**src/hw/rtl/tpr_pkg.sv**
```systemverilog
// ----------------------------------------------------------------------------
// tpr_pkg
// Types and codes shared by the PES reassembly control block.
// ----------------------------------------------------------------------------
package tpr_pkg;

  localparam int PID_W        = 13;
  localparam int CC_W         = 4;
  localparam int SIZE_W       = 8;
  localparam int ACTION_W     = 3;
  localparam int OUT_INDEX_W  = 32;
  localparam int COUNT_W      = 32;
  localparam int PREFIX_BYTES = 3;

  localparam logic [ACTION_W-1:0] ACT_IGNORE    = 3'd0;
  localparam logic [ACTION_W-1:0] ACT_START     = 3'd1;
  localparam logic [ACTION_W-1:0] ACT_APPEND    = 3'd2;
  localparam logic [ACTION_W-1:0] ACT_DUP       = 3'd3;
  localparam logic [ACTION_W-1:0] ACT_SYNC_LOST = 3'd4;
  localparam logic [ACTION_W-1:0] ACT_SCRAMBLED = 3'd5;
  localparam logic [ACTION_W-1:0] ACT_NOT_PES   = 3'd6;

  typedef struct packed {
    logic              sync_ok;
    logic [PID_W-1:0]  pid;
    logic              unit_start;
    logic [CC_W-1:0]   cont_counter;
    logic              scrambled;
    logic [SIZE_W-1:0] payload_size;
    logic [7:0]        byte_zero;
    logic [7:0]        byte_one;
    logic [7:0]        byte_two;
  } pkt_t;

  // Control part of one context entry.
  typedef struct packed {
    logic            valid;
    logic            sync;
    logic [CC_W-1:0] counter;
  } ctx_ctl_t;

  // What the packet does to its context and which records it causes.
  typedef struct packed {
    logic                emit_done;
    logic [ACTION_W-1:0] action;
    ctx_ctl_t            ctl;
    logic                set_first;
    logic                set_last;
    logic                clear_count;
  } decision_t;

endpackage

```
**src/hw/rtl/tpr_update.sv**
```systemverilog
// ----------------------------------------------------------------------------
// tpr_update
// Per-packet decision: next context control bits, index updates and action.
// ----------------------------------------------------------------------------
module tpr_update (
  input  tpr_pkg::pkt_t      pkt,
  input  tpr_pkg::ctx_ctl_t  ctx,
  output tpr_pkg::decision_t dec
);
  import tpr_pkg::*;

  logic take;
  logic is_pes;
  logic [CC_W-1:0] cc_next;

  assign take    = pkt.sync_ok && (ctx.valid || pkt.unit_start);
  assign is_pes  = (pkt.payload_size >= SIZE_W'(PREFIX_BYTES)) && (pkt.byte_zero == 8'h00)
                   && (pkt.byte_one == 8'h00) && (pkt.byte_two == 8'h01);
  assign cc_next = ctx.counter + CC_W'(1);

  always_comb begin
    dec             = '0;
    dec.ctl         = ctx;
    dec.action      = ACT_IGNORE;
    dec.emit_done   = take && ctx.valid && pkt.unit_start && ctx.sync;
    if (take) begin
      priority if (pkt.scrambled) begin
        dec.ctl.valid = 1'b0;
        dec.action    = ACT_SCRAMBLED;
      end else if (pkt.unit_start) begin
        if (is_pes) begin
          // A fresh context restarts its PES count; an existing one keeps it.
          dec.clear_count = !ctx.valid;
          dec.ctl.valid   = 1'b1;
          dec.ctl.sync    = 1'b1;
          dec.ctl.counter = pkt.cont_counter;
          dec.set_first   = 1'b1;
          dec.set_last    = 1'b1;
          dec.action      = ACT_START;
        end else begin
          dec.ctl.valid = 1'b0;
          dec.action    = ACT_NOT_PES;
        end
      end else if (ctx.valid && ctx.sync) begin
        priority if (pkt.cont_counter == ctx.counter) begin
          dec.action = ACT_DUP;
        end else if (pkt.cont_counter != cc_next) begin
          dec.ctl.sync = 1'b0;
          dec.action   = ACT_SYNC_LOST;
        end else begin
          dec.ctl.counter = pkt.cont_counter;
          dec.set_last    = 1'b1;
          dec.action      = ACT_APPEND;
        end
      end else begin
        // A continuation on an unsynchronized context is ignored.
        dec.action = ACT_IGNORE;
      end
    end
  end

endmodule

```
**config.mk**
```make
export PLATFORM = sky130hd
export DESIGN_NAME = tpr_update
export DESIGN_NICKNAME = d
export VERILOG_FILES = /design/src/hw/rtl/tpr_pkg.sv /design/src/hw/rtl/tpr_update.sv
export SDC_FILE = /design/constraint.sdc
export NUM_CORES = 1
export LEC_CHECK = 0
export ABC_AREA = 0
export BUFFER_PORTS_ARGS = -buffer_cell sky130_fd_sc_hd__buf_2
export CAP_MARGIN = 20
export CORE_MARGIN = 3
export CORE_UTILIZATION = 30
export DETAILED_ROUTE_END_ITERATION = 6
export PLACE_DENSITY = 0.93
export SYNTH_ARGS = -nofsm -noshare
export SYNTH_HDL_FRONTEND = slang
export SYNTH_SLANG_ARGS = --single-unit
```
**constraint.sdc**
```tcl
create_clock -name vclk -period 2.7
set_input_delay 0.135 -clock vclk [all_inputs]
set_output_delay 0.135 -clock vclk [all_outputs]
set_load 0.01 [all_outputs]
```
==> flow_metrics.py, run 1 <==
metrics = {
    "grt": {
        "grt_max_degree": 9,
        "antenna_found_initial": 0,
        "grt_busiest_layer": "met2",
        "grt_util_met3": 0.0124,
        "grt_pass1_wl_um": 2500,
        "globalRouteMet1Util": 0.186,
        "met2_usage": 0.323,
        "grt_overflow": 0,
        "grt_pass1_vias": 600,
        "grtUsageTotal": 0.162,
    },
    "detailed_routing": {
        "vias": 649,
        "wirelength_um": 1520,
        "ant_nets": 0,
        "drcViolationCount": 0,
        "drtIter0Drc": 9,
        "dr.pass1.iters": 4,
        "post_drt_wl_per_cell_um": 11.9,
        "via_per_inst": 5.11,
    },
    "timing": {
        "hold_viol": 0,
        "rsz0062_at_grt": "no",
        "finalSetupViolCount": 0,
        "timing.setup.tns_ns": 0,
        "drv_slew": 0,
        "worst_pin_slew_ns": 0.361,
        "fin_crit_sh": 0.750,
        "relSlewSlack": 0.757,
        "fmax_mhz": 494,
        "period_minus_slack_ns": 2.02,
    },
    "synthesis": {
        "synth_cells": 55,
        "synth-warning-count": 0,
        "synthTopCellsByArea": "mux2_4, xor2_1, nor4_1",
        "synthTopCellsByCount": "nand2_1, nor4_1, o21ai_0, xor2_1, mux2_4",
        "yosysSeqAreaShare": 0,
        "synth_top_area_frac": 0.142,
        "synth_fp_nets": 114,
        "synth_cell_types": 29,
        "synth_area_um2": 423,
        "postSynthAreaPerCell_um2": 7.69,
        "synth_top_area_cell": "mux2_4",
    },
    "hold_path": {
        "hp-class": "input port to output pin",
    },
    "cells_and_area": {
        "nClkBuffers": 0,
        "syn_to_final_growth_pct": 72.8,
        "final_nets": 174,
        "seq_cell_count": 0,
        "multi_input_area_um2": 409,
        "diodes": 0,
        "nFillCells": 112,
        "drive_above_1_share": 0.619,
        "final_area_um2": 731,
        "layout.area.seq_um2": 0,
    },
    "critical_path": {
        "crit_fanout": 5,
        "cp_data_arrival_time_ns": 1.89,
        "critPathLaunchType": "input port",
        "cp-startpoint": "pkt[30]",
        "cp.required_ns": 2.57,
        "critPathKind": "input port to output pin",
        "endpoint": "dec[4]",
        "critPathCaptureType": "output pin",
    },
    "pwr": {
        "leakage_nw": 0.406,
        "power.density_mw_per_mm2": 128,
        "vdd_drop_max_mv": 0.0548,
    },
    "clocking": {
        "cts-resized-gates": 0,
        "hold_buffers": 0,
        "post_cts_buffers": 0,
    },
    "status": {
        "status": "finished clean",
    },
    "floorplanning": {
        "rows": 12,
        "fp.dieH_um": 43.5,
        "die-area_mm2": 0.00190,
        "start_util": 0.348,
        "fp.coreArea_mm2": 0.00122,
        "die_w_um": 43.5,
        "io_pins": 71,
    },
    "placement": {
        "place_congestion": 0.771,
        "port-buffer-count": 58,
        "placed_area_um2": 731,
        "dp_hpwl_um": 1420,
    },
    "job": {
        "maxCapViolations": 0,
    },
}
report_power, final:
part	total (mW)	internal, mW	leakage (nW)	switching (mW)
clock network	0	0	0	0
logic	0.0933	0.0506	0.406	0.0427
registers	0	0	0	0
layout by cell type, fill, tap and decap left out:
master,synthesis,routed
o21ai_0,5,5
inv_1,2,2
a31oi_4,1,1
o21ba_2,1,1
nor2_1,2,2
nor2_2,1,1
nand3_4,1,1
a21boi_0,1,1
and2_1,2,2
xor2_1,5,5
nand2_1,6,6
nor3b_1,1,1
nor4b_1,1,1
a22oi_1,1,1
and2b_2,1,1
mux2_4,4,4
a31oi_1,1,1
nor4_1,6,6
ha_1,1,1
inv_4,1,1
nand3_1,1,1
or4_4,1,1
nand4_1,2,2
buf_2,0,58
and3_1,1,1
nor2b_1,1,1
o22ai_1,1,1
xnor2_1,2,2
o211ai_2,1,1
a211o_1,1,1
metrics by stage:
step                      utilization  hold slack [ns]  worst slack, ns  instances  power (mW)
after global placement          0.601            0.566            0.700        127      0.0907
final                           0.601            0.573            0.676        127      0.0933
after global routing            0.601            0.597            0.594        127       0.104
after floorplan                     -            0.318            0.975         55      0.0416
after detailed placement        0.601            0.571            0.672        127      0.0936
after CTS                       0.601            0.571            0.670        127      0.0938
worst min path at each step:
stage	slack (ns)	start	end	depth (start not counted)
2_1_floorplan	0.32	ctx[5]	dec[0]	1
3_3_place_gp	0.57	ctx[5]	dec[0]	3
3_5_place_dp	0.57	ctx[5]	dec[0]	3
4_1_cts	0.57	ctx[5]	dec[0]	3
5_1_grt	0.60	ctx[5]	dec[0]	3
6_report	0.57	ctx[5]	dec[0]	3
logic make-up after synthesis:
kind of cell | count (synthesis) | synth area share
and+or+nand+nor | 27 | 0.402
buffers and inverters | 3 | 0.0326
AOI/OAI and AO/OA | 13 | 0.249
adders and majority gates | 1 | 0.0296
xor gates and xnor gates | 7 | 0.145
muxes | 4 | 0.142
per-layer routing:
metal  vias up  wire length (µm)
met5         -                 0
met4         0                24
met3         4               100
met2        25               842
met1       290               549
li1        330                 -
layout make-up:
| class | instances | share of cell area |
|---|---|---|
| Tap cell | 14 | 0.0240 |
| Timing Repair Buffer | 58 | 0.397 |
| Inverter | 3 | 0.0188 |
| Multi-Input combinational cell | 52 | 0.560 |
critical path, cell delays in order:
cell	delay, ns
buf_2	0.10
or4_4	0.53
o211ai_2	0.16
nor2_2	0.09
nand3_4	0.11
inv_4	0.04
a31oi_4	0.25
mux2_4	0.33
buf_2	0.14
(Power assumes the default switching activity.)
==> inputs of run 2 (changes only) <==
--- a/config.mk
+++ b/config.mk
@@ -9,9 +9,9 @@
 export BUFFER_PORTS_ARGS = -buffer_cell sky130_fd_sc_hd__buf_2
 export CAP_MARGIN = 20
 export CORE_MARGIN = 3
-export CORE_UTILIZATION = 30
+export CORE_UTILIZATION = 26
 export DETAILED_ROUTE_END_ITERATION = 6
-export PLACE_DENSITY = 0.93
+export PLACE_DENSITY = 0.86
 export SYNTH_ARGS = -nofsm -noshare
 export SYNTH_HDL_FRONTEND = slang
 export SYNTH_SLANG_ARGS = --single-unit
==> constraint.sdc (replaced) <==
create_clock -name vclk -period 1.7
set_input_delay 0.085 -clock vclk [all_inputs]
set_output_delay 0.085 -clock vclk [all_outputs]
set_load 0.01 [all_outputs]
==> run 2 against run 1 <==
Compared with the run above:
- the run now ends with negative setup slack left
- power is 92% higher
- cell area is 18% higher
- via count is 4.5% higher
- utilization is 0.75 points higher
- first-iteration DRC count is 56% lower
- critical path type unchanged
==> flow_metrics.py, run 2 (synthesis gave the netlist of run 1 again) <==
metrics = {
    "critical_path": {
        "cp_data_arrival_time_ns": 1.78,
        "crit_family": "simple AND/OR/NAND/NOR gates",
        "critPathKind": "input port to output pin",
        "crit_fanout": 5,
        "critPathLaunchType": "input port",
        "cp_slowest_cell": "or4_4",
        "critPathMaxStageDelay_ns": 0.52,
        "cp.required_ns": 1.62,
        "critPathMostFrequentCell": "buf_6",
        "critPathBufInv": 3,
        "crit_path_cell_trace": "buf_6 > or4_4 > o211ai_2 > nor2_2 > nand3_4 > inv_4 > a31oi_4 > mux2_4 > buf_6",
        "critPathCaptureType": "output pin",
    },
    "grt": {
        "grt_max_degree": 9,
        "antenna_found_initial": 0,
        "grt_pass1_wl_um": 2630,
        "grt_overflow": 0,
        "grt_pass1_vias": 655,
        "grtUsageTotal": 0.159,
    },
    "detailed_routing": {
        "vias": 678,
        "drcViolationCount": 0,
        "dr.pass1.iters": 4,
        "ant_nets": 0,
        "post_drt_wl_per_cell_um": 13.0,
        "drtIter0Drc": 4,
        "via_per_inst": 5.02,
        "wirelength_um": 1760,
    },
    "cells_and_area": {
        "fin_cells": 135,
        "nClkBuffers": 0,
        "final_nets": 181,
        "diodes": 0,
        "final_cell_mix": "buf_2, buf_4, nand2_1",
        "mostFrequentLayoutCell": "buf_2",
        "syn_to_final_growth_pct": 104,
        "final_area_um2": 861,
        "nFillCells": 132,
        "layout.area.seq_um2": 0,
        "drive_above_1_share": 0.692,
        "seq_cell_count": 0,
    },
    "clocking": {
        "hold_buffers": 0,
    },
    "pwr": {
        "power.density_mw_per_mm2": 208,
        "leakage_nw": 0.456,
        "vdd_drop_max_mv": 0.103,
    },
    "timing": {
        "postLayoutSetupSlackWorst_ns": -0.166,
        "drv_slew": 0,
        "finalSetupViolCount": 4,
        "fmax_mhz": 536,
        "hold_viol": 0,
        "period_minus_slack_ns": 1.87,
        "relSlewSlack": 0.808,
        "whs_ns": 0.491,
        "fin_crit_sh": 1.10,
        "worst_pin_slew_ns": 0.286,
        "rsz0062_at_grt": "yes",
    },
    "status": {
        "status": "complete, but fails checks",
        "violations": "negative setup slack",
    },
    "job": {
        "maxCapViolations": 0,
    },
    "placement": {
        "port-buffer-count": 58,
        "placed_area_um2": 777,
        "dp_hpwl_um": 1540,
        "dp_slack_ns": -0.194,
        "numPlacedInstances": 134,
        "place_congestion": 0.821,
    },
    "floorplanning": {
        "rows": 13,
        "die_w_um": 46.3,
        "io_pins": 71,
        "die-area_mm2": 0.00215,
        "fp.coreArea_mm2": 0.00142,
        "start_util": 0.299,
        "fp.dieH_um": 46.3,
    },
    "hold_path": {
        "hp-class": "input port to output pin",
        "worst_hold_startpoint": "ctx[5]",
        "hold_path_end": "dec[0]",
        "hold_depth": 3,
    },
}
-- run 2: worst max path at each step --
stage            start  endpoint  cells past startpoint
4_1_cts        pkt[30]    dec[4]                      9
3_5_place_dp   pkt[30]    dec[4]                      9
2_1_floorplan  pkt[30]    dec[3]                      7
6_report       pkt[30]    dec[4]                      9
3_3_place_gp   pkt[30]    dec[4]                      9
5_1_grt        pkt[30]    dec[4]                      9
-- run 2: layout make-up --
cell class                      instances  area, µm²  share of cell area
Tap cell                               15       18.8              0.0218
Timing Repair Buffer                   65        374               0.435
Inverter                                3       13.8              0.0160
Multi-Input combinational cell         52        454               0.528
-- run 2: timing repair --
item,CTS,global route
setup endpoints to repair,4,7
gates resized for setup,5,8
setup buffers,0,1
pin swaps,0,1
-- run 2: routing by layer --
layer | part of all wire | global-route usage | vias to the layer above
li1 | - | - | 342
met1 | 0.34 | 0.175 | 317
met3 | 0.036 | 0.00781 | 0
met5 | 0 | 0 | -
met4 | 0 | 0 | 0
met2 | 0.63 | 0.338 | 19
-- run 2: per-stage QoR --
step / setup TNS, ns / power [mW] / util
final: -0.654 / 0.179 / 0.608
after detailed placement: -0.761 / 0.158 / 0.549
after CTS: -0.700 / 0.167 / 0.571
after floorplan: 0 / 0.0660 / -
after global routing: -1.00 / 0.197 / 0.608
after global placement: -0.619 / 0.152 / 0.549
-- run 2: power breakdown --
group / internal (mW) / switching [mW]
registers: 0 / 0
logic: 0.0975 / 0.0818
clock network: 0 / 0
total: 0.0975 / 0.0818
==> inputs of run 3 (changes only) <==
--- a/config.mk
+++ b/config.mk
@@ -12,6 +12,7 @@
 export CORE_UTILIZATION = 26
 export DETAILED_ROUTE_END_ITERATION = 6
 export PLACE_DENSITY = 0.86
+export SETUP_SLACK_MARGIN = 0.02
 export SYNTH_ARGS = -nofsm -noshare
 export SYNTH_HDL_FRONTEND = slang
 export SYNTH_SLANG_ARGS = --single-unit
==> run 3 against run 2 <==
Compared with the run above:
- the flow still finishes with violations (negative setup slack)
- global-route usage stayed put
- sequential share of layout area stayed put
- count of clock-buffer cells in the layout unchanged
- largest cell class unchanged
- power grew 4.9%
- cell area increased by 3.6%
- final cell count unchanged
- critical path depth is the same
- critical path type unchanged
- fmax down 0.10%
- non-clock buffer count unchanged
- via count grew 1.6%
- utilization is 2.2 points higher
==> flow_metrics.py, run 3 (synthesis gave the netlist of run 1 again) <==
metrics = {
    "pwr": {
        "vdd_drop_max_mv": 0.108,
        "leakage_nw": 0.465,
        "power.density_mw_per_mm2": 211,
    },
    "timing": {
        "postLayoutSetupSlackWorst_ns": -0.168,
        "worst_pin_slew_ns": 0.299,
        "fin_crit_sh": 1.10,
        "period_minus_slack_ns": 1.87,
        "finalSetupViolCount": 4,
        "hold_viol": 0,
        "fmax_mhz": 535,
        "relSlewSlack": 0.799,
        "rsz0062_at_grt": "yes",
        "drv_slew": 0,
    },
    "floorplanning": {
        "rows": 13,
        "die_w_um": 46.3,
        "io_pins": 71,
        "die-area_mm2": 0.00215,
        "start_util": 0.299,
        "fp.dieH_um": 46.3,
        "fp.coreArea_mm2": 0.00142,
    },
    "placement": {
        "port-buffer-count": 58,
        "dp_hpwl_um": 1540,
        "place_congestion": 0.821,
        "placed_area_um2": 777,
    },
    "critical_path": {
        "endpoint": "dec[4]",
        "crit_fanout": 5,
        "critPathBufInv": 3,
        "cp_slowest_cell": "or4_4",
        "crit_family": "simple AND/OR/NAND/NOR gates",
        "critPathMaxStageDelay_ns": 0.52,
        "cp-startpoint": "pkt[30]",
        "cp.depth": 9,
        "critPathMostFrequentCell": "buf_6",
        "critPathKind": "input port to output pin",
        "crit_path_cell_trace": "buf_6 > or4_4 > o211ai_2 > nor2_2 > nand3_4 > inv_4 > a31oi_4 > mux2_4 > buf_6",
        "cp_data_arrival_time_ns": 1.78,
        "cp.required_ns": 1.62,
        "critPathLaunchType": "input port",
        "critPathCaptureType": "output pin",
    },
    "cells_and_area": {
        "final_nets": 181,
        "syn_to_final_growth_pct": 111,
        "seq_cell_count": 0,
        "final_cell_mix": "buf_2, buf_4, nand2_1",
        "nFillCells": 125,
        "final_area_um2": 892,
        "drive_above_1_share": 0.717,
        "diodes": 0,
        "post-route-util": 0.630,
        "layout.area.seq_um2": 0,
        "nClkBuffers": 0,
        "mostFrequentLayoutCell": "buf_2",
    },
    "hold_path": {
        "hp-class": "input port to output pin",
    },
    "grt": {
        "grt_pass1_wl_um": 2630,
        "grtUsageTotal": 0.159,
        "grt_pass1_vias": 655,
        "grt_max_degree": 9,
        "grt_overflow": 0,
        "antenna_found_initial": 0,
    },
    "detailed_routing": {
        "dr.pass1.iters": 4,
        "via_per_inst": 5.10,
        "post_drt_wl_per_cell_um": 13.6,
        "drcViolationCount": 0,
        "vias": 689,
        "drtIter0Drc": 9,
        "wirelength_um": 1830,
        "ant_nets": 0,
    },
    "status": {
        "status": "complete, but fails checks",
        "violations": "negative setup slack",
    },
    "clocking": {
        "hold_buffers": 0,
    },
    "job": {
        "maxCapViolations": 0,
    },
}
[run 3: cell counts in the layout (fill, tap and decap cells not counted)]
No cell type changed its count.
[run 3: worst min path at each step]
| stage | endpoint | slack [ns] | start | depth (start not counted) |
|---|---|---|---|---|
| 6_report | dec[5] | 0.49 | pkt[35] | 3 |
| 3_5_place_dp | dec[0] | 0.48 | ctx[5] | 3 |
| 5_1_grt | dec[6] | 0.50 | pkt[36] | 3 |
| 2_1_floorplan | dec[0] | 0.22 | ctx[5] | 1 |
| 4_1_cts | dec[0] | 0.48 | ctx[5] | 3 |
| 3_3_place_gp | dec[0] | 0.48 | ctx[5] | 3 |
[run 3: repair_timing]
item / CTS / global route
resized for setup: 5 / 14
setup endpoints to repair: 4 / 7
buffers inserted: 0 / 1
pin swaps: 0 / 3
[run 3: stage by stage]
step	total power [mW]	cells	hold WS [ns]	TNS, ns	setup slack, ns
after global placement	0.152	134	0.475	-0.619	-0.155
after floorplan	0.0660	55	0.218	0	0.0752
after global routing	0.205	135	0.502	-0.982	-0.250
after detailed placement	0.158	134	0.484	-0.761	-0.194
final	0.188	135	0.494	-0.662	-0.168
after CTS	0.167	134	0.483	-0.700	-0.177
[run 3: power breakdown]
group	switching (mW)	internal (mW)	total, mW
Clock	0	0	0
Combinational	0.0871	0.101	0.188
Sequential	0	0	0
Total	0.0871	0.101	0.188
[run 3: tightest hold or removal path, delay by kind of cell]
kind	cells	cell delay [ns]
buf+inv	2	0.18
mux	1	0.14
[run 3: metal layers]
layer / track usage / up-vias / wire, µm
met2: 0.338 / 24 / 1170
met1: 0.175 / 322 / 586
met5: 0 / - / 0
li1: - / 343 / -
met3: 0.00781 / 0 / 77
met4: 0 / 0 / 0
[run 3: area by class of cell]
class | instances | area, µm² | area share
Multi-Input combinational cell | 52 | 485 | 0.544
Tap cell | 15 | 18.8 | 0.0210
Inverter | 3 | 13.8 | 0.0154
Timing Repair Buffer | 65 | 374 | 0.419
